[config.mk]
export PLATFORM = sky130hd
export DESIGN_NAME = timestamp_lru_slot_cache_top
export DESIGN_NICKNAME = d
export VERILOG_FILES = /design/src/rtl/core/tlsc_pkg.sv /design/src/rtl/core/tlsc_ram.sv /design/src/rtl/core/timestamp_lru_slot_cache_top.sv
export SDC_FILE = /design/constraint.sdc
export NUM_CORES = 2
export LEC_CHECK = 0
export ABC_AREA = 1
export BUFFER_PORTS_ARGS = -buffer_cell sky130_fd_sc_hd__buf_2
export CELL_PAD_IN_SITES_DETAIL_PLACEMENT = 0
export CELL_PAD_IN_SITES_GLOBAL_PLACEMENT = 1
export CORE_UTILIZATION = 52
export DETAILED_ROUTE_END_ITERATION = 7
export PLACE_DENSITY_LB_ADDON = 0.12
export SYNTH_ARGS = -nofsm -noshare
export SYNTH_HDL_FRONTEND = slang
export SYNTH_SLANG_ARGS = --single-unit
export TNS_END_PERCENT = 20
[constraint.sdc]
create_clock -name clk_i -period 7.4 [get_ports clk_i]
set_input_delay 0.37 -clock clk_i [delete_from_list [all_inputs] [get_ports clk_i]]
set_output_delay 0.37 -clock clk_i [all_outputs]
set_load 0.03 [all_outputs]
[src/rtl/core/tlsc_pkg.sv]
// Package for the timestamp LRU slot cache.
// Holds item kinds, sequencer states, the slot row type and default sizes.
// No dependencies.
`timescale 1ns / 1ps

package tlsc_pkg;

  localparam int unsigned SlotsDef  = 16;
  localparam logic [7:0]  FadeReset = 8'd22;
  localparam logic [7:0]  FadeMax   = 8'd255;

  typedef enum logic [2:0] {
    KIND_LOOKUP = 3'd0,
    KIND_PEEK   = 3'd1,
    KIND_INSERT = 3'd2,
    KIND_TICK   = 3'd3,
    KIND_FADE   = 3'd4
  } kind_e;

  typedef enum logic [1:0] {
    ST_IDLE,
    ST_SCAN,
    ST_COMMIT,
    ST_DONE
  } state_e;

  typedef struct packed {
    logic [31:0] key;
    logic [31:0] handle;
    logic [31:0] stamp;
    logic [7:0]  fade;
  } row_t;

endpackage

[src/rtl/core/tlsc_ram.sv]
// Slot table storage: one row per slot, one write and one registered read port.
// Depends on tlsc_pkg for the row type.
`timescale 1ns / 1ps

module tlsc_ram #(
  parameter int unsigned Depth = tlsc_pkg::SlotsDef,
  parameter int unsigned AddrW = $clog2(Depth)
) (
  input  logic                 clk_i,
  input  logic                 we_i,
  input  logic [AddrW-1:0]     waddr_i,
  input  tlsc_pkg::row_t       wdata_i,
  input  logic                 re_i,
  input  logic [AddrW-1:0]     raddr_i,
  output tlsc_pkg::row_t       rdata_o
);

  tlsc_pkg::row_t mem_q [Depth];
  tlsc_pkg::row_t rdata_q;

  always_ff @(posedge clk_i) begin
    if (we_i) begin
      mem_q[waddr_i] <= wdata_i;
    end
  end

  always_ff @(posedge clk_i) begin
    if (re_i) begin
      rdata_q <= mem_q[raddr_i];
    end
  end

  assign rdata_o = rdata_q;

endmodule

[src/rtl/core/timestamp_lru_slot_cache_top.sv]
// Timestamp LRU slot cache: item sequencer, slot scan and result register.
// Depends on tlsc_pkg and tlsc_ram.
// Lookup, peek, insert and fade-step items scan the slot table one slot per
// cycle through the single read port of the slot memory, then pass through the
// commit and done states before their result is loaded into the output register.
// Frame ticks, unknown kinds and inserts with a zero handle skip the scan and go
// straight to the done state. The input is ready only while no item is in work.
// A finished result waits in the output register without holding off the next
// item, but a second finished result holds the input off until the first is
// taken. Slot occupancy comes from per-slot valid bits cleared at reset, so no
// clearing pass is needed.
`timescale 1ns / 1ps

module timestamp_lru_slot_cache_top #(
  parameter int unsigned SLOTS = tlsc_pkg::SlotsDef
) (
  input  logic        clk_i,
  input  logic        rst_ni,
  input  logic        cfg_we_i,
  input  logic [7:0]  cfg_wdata_i,     // fade_step
  input  logic        s_axis_tvalid,
  output logic        s_axis_tready,
  input  logic [63:0] s_axis_tdata,    // key[31:0], handle[63:32]
  input  logic [2:0]  s_axis_tuser,    // kind[2:0]
  output logic        m_axis_tvalid,
  input  logic        m_axis_tready,
  // hit[0], slot[4:1], fade[12:5], found_handle[44:13], evicted[45],
  // evicted_handle[77:46], zero[79:78]
  output logic [79:0] m_axis_tdata
);

  localparam int unsigned IdxW = $clog2(SLOTS);
  localparam int unsigned CntW = $clog2(SLOTS + 1);

  tlsc_pkg::state_e state_q, state_d;

  logic [7:0]      fade_step_q;
  logic [31:0]     frame_q;
  logic [SLOTS-1:0] valid_q;

  logic [2:0]      kind_q;
  logic [31:0]     key_q;
  logic [31:0]     handle_q;

  logic [CntW-1:0] ptr_q;
  logic            rvld_q;
  logic [IdxW-1:0] ev_idx_q;

  logic            found_q;
  logic [IdxW-1:0] found_idx_q;
  tlsc_pkg::row_t  found_row_q;
  logic            empty_q;
  logic [IdxW-1:0] empty_idx_q;
  logic [31:0]     best_stamp_q;
  logic [IdxW-1:0] best_idx_q;
  logic [31:0]     best_handle_q;

  logic            out_vld_q;
  logic [79:0]     out_q;

  logic            accept;
  logic            issue;
  logic            scan_last;
  tlsc_pkg::row_t  rdata;
  logic [31:0]     eff_stamp;
  logic [8:0]      fade_sum;
  logic [7:0]      fade_new;
  logic            ram_we;
  logic [IdxW-1:0] ram_waddr;
  tlsc_pkg::row_t  ram_wdata;
  logic [IdxW-1:0] victim;
  logic            load_out;
  logic            res_hit;
  logic [IdxW-1:0] res_idx;
  logic [IdxW+3:0] res_idx_ext;
  logic [7:0]      res_fade;
  logic [31:0]     res_handle;
  logic            res_evicted;
  logic [31:0]     res_ev_handle;

  assign s_axis_tready = (state_q == tlsc_pkg::ST_IDLE);
  assign accept        = s_axis_tvalid && s_axis_tready;
  assign issue         = (state_q == tlsc_pkg::ST_SCAN) && (ptr_q < CntW'(SLOTS));
  assign scan_last     = rvld_q && (ev_idx_q == IdxW'(SLOTS - 1));
  assign eff_stamp     = valid_q[ev_idx_q] ? rdata.stamp : 32'd0;
  assign fade_sum      = {1'b0, rdata.fade} + {1'b0, fade_step_q};
  assign fade_new      = fade_sum[8] ? tlsc_pkg::FadeMax : fade_sum[7:0];
  assign victim        = empty_q ? empty_idx_q : best_idx_q;

  tlsc_ram #(
    .Depth (SLOTS),
    .AddrW (IdxW)
  ) u_ram (
    .clk_i   (clk_i),
    .we_i    (ram_we),
    .waddr_i (ram_waddr),
    .wdata_i (ram_wdata),
    .re_i    (issue),
    .raddr_i (ptr_q[IdxW-1:0]),
    .rdata_o (rdata)
  );

  always_ff @(posedge clk_i or negedge rst_ni) begin
    if (!rst_ni) begin
      state_q <= tlsc_pkg::ST_IDLE;
    end else begin
      state_q <= state_d;
    end
  end

  always_comb begin
    state_d  = state_q;
    load_out = 1'b0;
    unique case (state_q)
      tlsc_pkg::ST_IDLE: begin
        if (accept) begin
          case (s_axis_tuser)
            tlsc_pkg::KIND_LOOKUP, tlsc_pkg::KIND_PEEK, tlsc_pkg::KIND_FADE:
              state_d = tlsc_pkg::ST_SCAN;
            tlsc_pkg::KIND_INSERT:
              state_d = (s_axis_tdata[63:32] != 32'd0) ? tlsc_pkg::ST_SCAN
                                                       : tlsc_pkg::ST_DONE;
            default: state_d = tlsc_pkg::ST_DONE;
          endcase
        end
      end
      tlsc_pkg::ST_SCAN: begin
        if (scan_last) begin
          state_d = tlsc_pkg::ST_COMMIT;
        end
      end
      tlsc_pkg::ST_COMMIT: begin
        state_d = tlsc_pkg::ST_DONE;
      end
      tlsc_pkg::ST_DONE: begin
        if (!out_vld_q || m_axis_tready) begin
          load_out = 1'b1;
          state_d  = tlsc_pkg::ST_IDLE;
        end
      end
      default: state_d = tlsc_pkg::ST_IDLE;
    endcase
  end

  always_ff @(posedge clk_i or negedge rst_ni) begin
    if (!rst_ni) begin
      fade_step_q <= tlsc_pkg::FadeReset;
      frame_q     <= 32'd0;
      valid_q     <= '0;
    end else begin
      if (cfg_we_i) begin
        fade_step_q <= cfg_wdata_i;
      end
      if (accept && (s_axis_tuser == tlsc_pkg::KIND_TICK)) begin
        frame_q <= frame_q + 32'd1;
      end
      if ((state_q == tlsc_pkg::ST_COMMIT) && (kind_q == tlsc_pkg::KIND_INSERT)) begin
        valid_q[victim] <= 1'b1;
      end
    end
  end

  always_ff @(posedge clk_i) begin
    if (accept) begin
      kind_q   <= s_axis_tuser;
      key_q    <= s_axis_tdata[31:0];
      handle_q <= s_axis_tdata[63:32];
    end
  end

  // slot scan: issue one read per cycle, evaluate the returned row in the following cycle
  always_ff @(posedge clk_i or negedge rst_ni) begin
    if (!rst_ni) begin
      ptr_q   <= '0;
      rvld_q  <= 1'b0;
      found_q <= 1'b0;
      empty_q <= 1'b0;
    end else begin
      rvld_q <= issue;
      if (accept) begin
        ptr_q   <= '0;
        found_q <= 1'b0;
        empty_q <= 1'b0;
      end else if (issue) begin
        ptr_q <= ptr_q + CntW'(1);
      end
      if (rvld_q) begin
        if (!found_q && (eff_stamp != 32'd0) && (rdata.key == key_q)) begin
          found_q <= 1'b1;
        end
        if (!empty_q && (eff_stamp == 32'd0)) begin
          empty_q <= 1'b1;
        end
      end
    end
  end

  always_ff @(posedge clk_i) begin
    if (issue) begin
      ev_idx_q <= ptr_q[IdxW-1:0];
    end
    if (rvld_q) begin
      if (!found_q && (eff_stamp != 32'd0) && (rdata.key == key_q)) begin
        found_idx_q <= ev_idx_q;
        found_row_q <= rdata;
      end
      if (!empty_q && (eff_stamp == 32'd0)) begin
        empty_idx_q <= ev_idx_q;
      end
      if ((ev_idx_q == '0) || (eff_stamp < best_stamp_q)) begin
        best_stamp_q  <= eff_stamp;
        best_idx_q    <= ev_idx_q;
        best_handle_q <= rdata.handle;
      end
    end
  end

  always_comb begin
    ram_we    = 1'b0;
    ram_waddr = ev_idx_q;
    ram_wdata = rdata;
    if ((state_q == tlsc_pkg::ST_SCAN) && rvld_q && (kind_q == tlsc_pkg::KIND_FADE)
        && (eff_stamp != 32'd0) && (rdata.fade != tlsc_pkg::FadeMax)) begin
      ram_we         = 1'b1;
      ram_wdata.fade = fade_new;
    end else if (state_q == tlsc_pkg::ST_COMMIT) begin
      if ((kind_q == tlsc_pkg::KIND_LOOKUP) && found_q) begin
        ram_we          = 1'b1;
        ram_waddr       = found_idx_q;
        ram_wdata       = found_row_q;
        ram_wdata.stamp = frame_q;
      end else if (kind_q == tlsc_pkg::KIND_INSERT) begin
        ram_we           = 1'b1;
        ram_waddr        = victim;
        ram_wdata.key    = key_q;
        ram_wdata.handle = handle_q;
        ram_wdata.stamp  = frame_q;
        ram_wdata.fade   = 8'd0;
      end
    end
  end

  always_comb begin
    res_hit       = 1'b0;
    res_idx       = '0;
    res_fade      = 8'd0;
    res_handle    = 32'd0;
    res_evicted   = 1'b0;
    res_ev_handle = 32'd0;
    case (kind_q)
      tlsc_pkg::KIND_LOOKUP, tlsc_pkg::KIND_PEEK: begin
        if (found_q) begin
          res_hit    = 1'b1;
          res_idx    = found_idx_q;
          res_fade   = found_row_q.fade;
          res_handle = found_row_q.handle;
        end
      end
      tlsc_pkg::KIND_INSERT: begin
        if (handle_q != 32'd0) begin
          res_idx = victim;
          if (!empty_q) begin
            res_evicted   = 1'b1;
            res_ev_handle = best_handle_q;
          end
        end
      end
      default: ;
    endcase
  end

  assign res_idx_ext = {4'b0000, res_idx};

  always_ff @(posedge clk_i or negedge rst_ni) begin
    if (!rst_ni) begin
      out_vld_q <= 1'b0;
    end else if (load_out) begin
      out_vld_q <= 1'b1;
    end else if (m_axis_tready) begin
      out_vld_q <= 1'b0;
    end
  end

  always_ff @(posedge clk_i) begin
    if (load_out) begin
      out_q <= {2'b00, res_ev_handle, res_evicted, res_handle, res_fade,
                res_idx_ext[3:0], res_hit};
    end
  end

  assign m_axis_tvalid = out_vld_q;
  assign m_axis_tdata  = out_q;

`ifndef SYNTHESIS
  a_tick_advances: assert property (@(posedge clk_i) disable iff (!rst_ni)
    accept && (s_axis_tuser == tlsc_pkg::KIND_TICK) |=> frame_q == $past(frame_q) + 32'd1)
    else $error("frame counter did not advance on tick");

  a_hit_matches: assert property (@(posedge clk_i) disable iff (!rst_ni)
    (state_q == tlsc_pkg::ST_COMMIT) && found_q |->
      (found_row_q.key == key_q) && (found_row_q.stamp != 32'd0))
    else $error("recorded hit does not match key or is empty");

  a_insert_marks_valid: assert property (@(posedge clk_i) disable iff (!rst_ni)
    (state_q == tlsc_pkg::ST_COMMIT) && (kind_q == tlsc_pkg::KIND_INSERT) |=>
      valid_q[$past(victim)])
    else $error("inserted slot not marked valid");

  a_done_holds: assert property (@(posedge clk_i) disable iff (!rst_ni)
    (state_q == tlsc_pkg::ST_DONE) && out_vld_q && !m_axis_tready |=>
      state_q == tlsc_pkg::ST_DONE)
    else $error("result register overwritten while stalled");
`endif

endmodule

==> results by stage <==
Logic synthesis:
- The gate count after technology mapping is around 6,300.
- Among all flip-flop cells after synthesis, the most frequent one is edfxtp_1.
- Of the total synthesized cell area, the portion taken by AND, OR, NAND and NOR gates is about 8.5%.
- Summing the areas of all compound-gate instances in the mapped netlist gives a little under an eighth of the synthesized area.
- Dividing the synthesized area by the synthesized cell count gives approximately 13 µm².
- Counting flops with an async set or reset pin after synthesis yields a share of under 10%.
- The register area share after synthesis is between 70% and 80%.
- By area, the combinational part of the netlist is dominated by compound AO/OA/AOI/OAI gates.
- During synthesis, Yosys emitted a total of 0 warnings.
- The synthesis-stage register bit count is 2,132.
- After Yosys synthesis, XOR and XNOR cells account for less than 1% of the synthesized area.
- The number of distinct library cell variants in the gate-level netlist after synthesis is 59.
- Summing the areas of all fa, ha and maj instances in the mapped netlist gives 0.692% of the synthesized area.
- The synthesized area is 84,200 µm².
- The multiplexer area fraction after synthesis is less than 1%.
- Yosys mapped a number of flops with a built-in enable equal to 2,065.

Worst setup path:
- The delay contributed by the slowest stage of the critical path is ~930 ps.
- The worst register-to-register path has a depth of 19.
- The slowest stage of the critical path is the a21oi_4 cell.
- The critical path launch point type is a flop.
- The category of the most critical setup path is flop to flop.
- STA classifies the critical path endpoint as a flop.
- The worst path buffer plus inverter count is 3.
- Data arrives at the worst endpoint at slightly below 6000 ps.
- The launching point of the worst reg2reg path is ev_idx_q[0].
- The endpoint required time on the critical path is between 7000 and 8000 ps.
- The family with the most delay on the worst path is buffers and inverters.
- In this run the worst path has a maximum fanout of 31.
- Counting stages on the worst path, the most repeated cell is nand2_1.
- In this run the critical register-to-register path is captured at best_handle_q[30].
- The critical path goes through inv_2, nand2_1, nand3_1, nand2_1, nor2_1, nand2_1, nand2_2, inv_1, nor2_1, ha_1, a21oi_1, nor2_1, a211oi_1, o221a_2, nand2_1, nand2_1, nand2_1, a21oi_4, buf_4.
- In this run the register-to-register setup slack is 2060 ps.

Power and ir drop:
- Per report_power, the combinational group accounts for a little under a third of the total.
- Power comes to between 30 and 40 mW.
- The net switching power figure is 14.1 mW.
- The worst supply voltage drop on vdd is 400 µV.
- Of the total power, the share spent switching nets is 35.5%.
- The internal portion of the total power is 25.7 mW.
- In this run, flip-flops and latches consume between 40% and 50% of the power.
- The leakage power total is between 30 and 40 nW.
- For this design the ratio of total power to cell area is approximately 420 nW/µm².
- The clock share of power is a little over a quarter.

Detailed routing:
- After the first detailed-routing iteration, the DRC count stood at approximately 5,500.
- The count of nets left with antenna violations once routing finished came out at 0.
- In the final routed layout, each cell accounts on average for about 25 µm.
- The number of detailed-route iterations in the first pass is 6.
- The via density per instance is ~6.
- The routed wire length is about 220,000 µm.
- The vias after detailed routing is around 53,000.
- The number of DRC violations after detailed routing is 0.

Timing:
- The slew of the pin with the lowest slew margin is roughly 1300 ps.
- The hold violation total from the final report is 0.
- The count of final max-slew check failures is 0.
- Setup violations remaining at the end of the flow were counted as 0.
- The post-route clock skew is roughly 36 ps.
- The worst path needs around 5300 ps of the cycle, external delays included.
- The top achievable clock speed is roughly 190 MHz.
- Setup repair after global routing left no endpoint under its margin.
- The final-layout setup total negative slack is 0 ps.
- The fraction of the cycle the final worst path needs is around 72%.
- The worst pin sits at a relative slew slack of 10.5%.

Placed design:
- The routability-driven placement congestion ratio is about 0.84.
- The detailed-placement wirelength estimate is 117,000 µm.
- Port buffering added ~160 buffers.

Outcome:
- The run finished with clean final reports.

Job:
- The number of max-capacitance violations reported is 0.

Global routing:
- The number of global-route vias before repair is 51,200.
- The first global-routing pass estimated about 330,000 µm of wire.
- For this run the aggregate overflow at the end of global routing stands at 0.
- Entering global routing, the biggest net connects between 150 and 200 pins.
- The initial antenna violation count is 1.
- The global routing usage summed across all routing layers is approximately 27%.

Die:
- From bottom edge to top edge, the die measures 404 µm.
- The die covers 164,000 µm².
- The site row count is roughly 150.
- The die is approximately 400 µm wide.
- The area of the core region is roughly 160,000 µm².
- In this run the count of I/O pins placed on the die edge is 162.
- The initial utilization of the core area, before any placement, comes to between 50 and 60%.

Finish:
- The number of antenna diodes in the final layout is 0.
- The commonest non-fill, non-tap cell in the layout is edfxtp_1.
- The area added between synthesis and finish is 13.3%.
- The top cell types in the final layout, fill and taps aside, are 2,065 x edfxtp_1, 1,021 x o21ai_0, 1,014 x nor2_1, 445 x nand2_1, 264 x inv_1.
- Summing all multi-input logic gate instances after layout gives 18,200 µm².
- In the final layout, the share of cells above drive strength 1 is between 10% and 20%.
- The sequential cell area is approximately 64,000 µm².
- The post-layout net count is ~6,700.
- The filler cells instantiated in the layout total 12,800.

Clocking:
- The number of buffers added for setup after CTS is 0.
- The CTS buffer count is 215.
- The TritonCTS clock tree is yes.
- The maximum number of buffers from clock root to sink is 3.
- After clock tree synthesis, the repair step resized 0 gates.
- The worst-skew pair later-pin latency is 850 ps.
- The total clock sinks is between 2,000 and 2,500.
- The number of hold-repair buffers added at the cts stage is 88.
- CTS built an H-tree with a depth of 4.
- The clock slew seen by the registers of the worst setup and hold paths is roughly 60 ps.
- Clock tree synthesis selected as its root buffer the cell clkbuf_16.

Hold path:
- The type of the worst min-delay path is input pin to asynchronous set/reset pin.
[Yosys cell counts (all sizes together) (2+ instances only)]
master	n	area, µm²
nand2	451	1730
mux2i	21	210
o2111ai	4	35.0
nor2	1040	3960
nand3	197	1050
o41ai	9	78.8
dfstp	3	78.8
a21oi	61	305
mux2	7	78.8
o22ai	263	1650
dfrtp	64	1600
clkbuf	355	1330
a211oi	6	45.0
ha	45	563
nor4	24	171
xnor2	4	35.0
nand4	14	100
edfxtp	2065	62000
o31ai	4	30.0
a21o	3	22.5
o21ai	1059	5300
or2	8	50.1
inv	278	1040
nor3	15	96.4
o221ai	171	1500
xor2	40	350
clkinv	3	11.3
o211ai	49	368
o21bai	15	113
buf	41	181
or4	2	15.0
a31oi	2	12.5
[layer usage]
metal,global-route usage (%),wire length (µm)
met1,38.7,96200
met2,43.2,105000
met3,3.64,14500
met4,8.15,5930
met5,0,0
[cells by family after synthesis]
family,Yosys count
AOI/OAI and AO/OA,1650
xor gates and xnor gates,44
adders and majority gates,46
buffers and inverters,678
DFF,2132
muxes,28
other,1
and+or+nand+nor,1753
[stage by stage]
| stage | instance area (µm²) | instances | worst slack, ps | hold WS [ps] | utilization, % |
|---|---|---|---|---|---|
| floorplan | 84200 | 6333 | 654 | 74.4 | - |
| global placement | 87800 | 8412 | 2000 | 241 | 54.6 |
| detailed placement | 87900 | 8414 | 2040 | 244 | 54.7 |
| CTS | 95500 | 8895 | 2010 | 84.7 | 59.4 |
| global route | 95500 | 8896 | 1570 | 98.9 | 59.4 |
| finish | 95500 | 8896 | 2060 | 119 | 59.4 |
[state kept, by name (all words and copies together), names as in the netlist]
name	flops
best_idx_q	4
ev_idx_q	4
valid_q	16
ptr_q	5
key_q	32
found_row_q	72
found_q	1
rvld_q	1
found_idx_q	4
handle_q	32
best_handle_q	32
u_ram.rdata_o	104
m_axis_tvalid	1
state_q	2
u_ram.mem_q	1664
empty_idx_q	4
fade_step_q	8
empty_q	1
kind_q	3
best_stamp_q	32
frame_q	32
m_axis_tdata	78
[power groups by stage]
stage	clock network, mW	registers (mW)	logic (mW)
floorplan	0	17.6	7.23
global placement	0	17.6	11.8
detailed placement	0	17.6	11.9
CTS	10.6	17.3	12.0
global route	11.1	17.4	13.2
finish	10.5	17.3	12.0
[layout make-up]
type                            count  share of cell area (%)
Clock inverter                    112                    1.02
Clock buffer                      281                    6.02
Tap cell                         2160                    2.83
Multi-Input combinational cell   3523                    19.0
Timing Repair Buffer              406                    3.23
Sequential cell                  2132                    66.7
Inverter                          282                    1.16
[worst max-delay path by stage]
stage                      startpoint                  to  slack [ps]  cells past startpoint
final                     ev_idx_q[0]   best_handle_q[30]        2060                     19
after global routing      ev_idx_q[0]   best_handle_q[29]        1570                     20
after CTS                 ev_idx_q[0]   best_handle_q[29]        2010                     19
after detailed placement  ev_idx_q[0]   best_handle_q[31]        2040                     19
after global placement    ev_idx_q[0]   best_handle_q[30]        2000                     19
after floorplan           ev_idx_q[0]  u_ram.mem_q[10][0]         650                     17
Note: power is estimated with default switching activity, not from simulation.
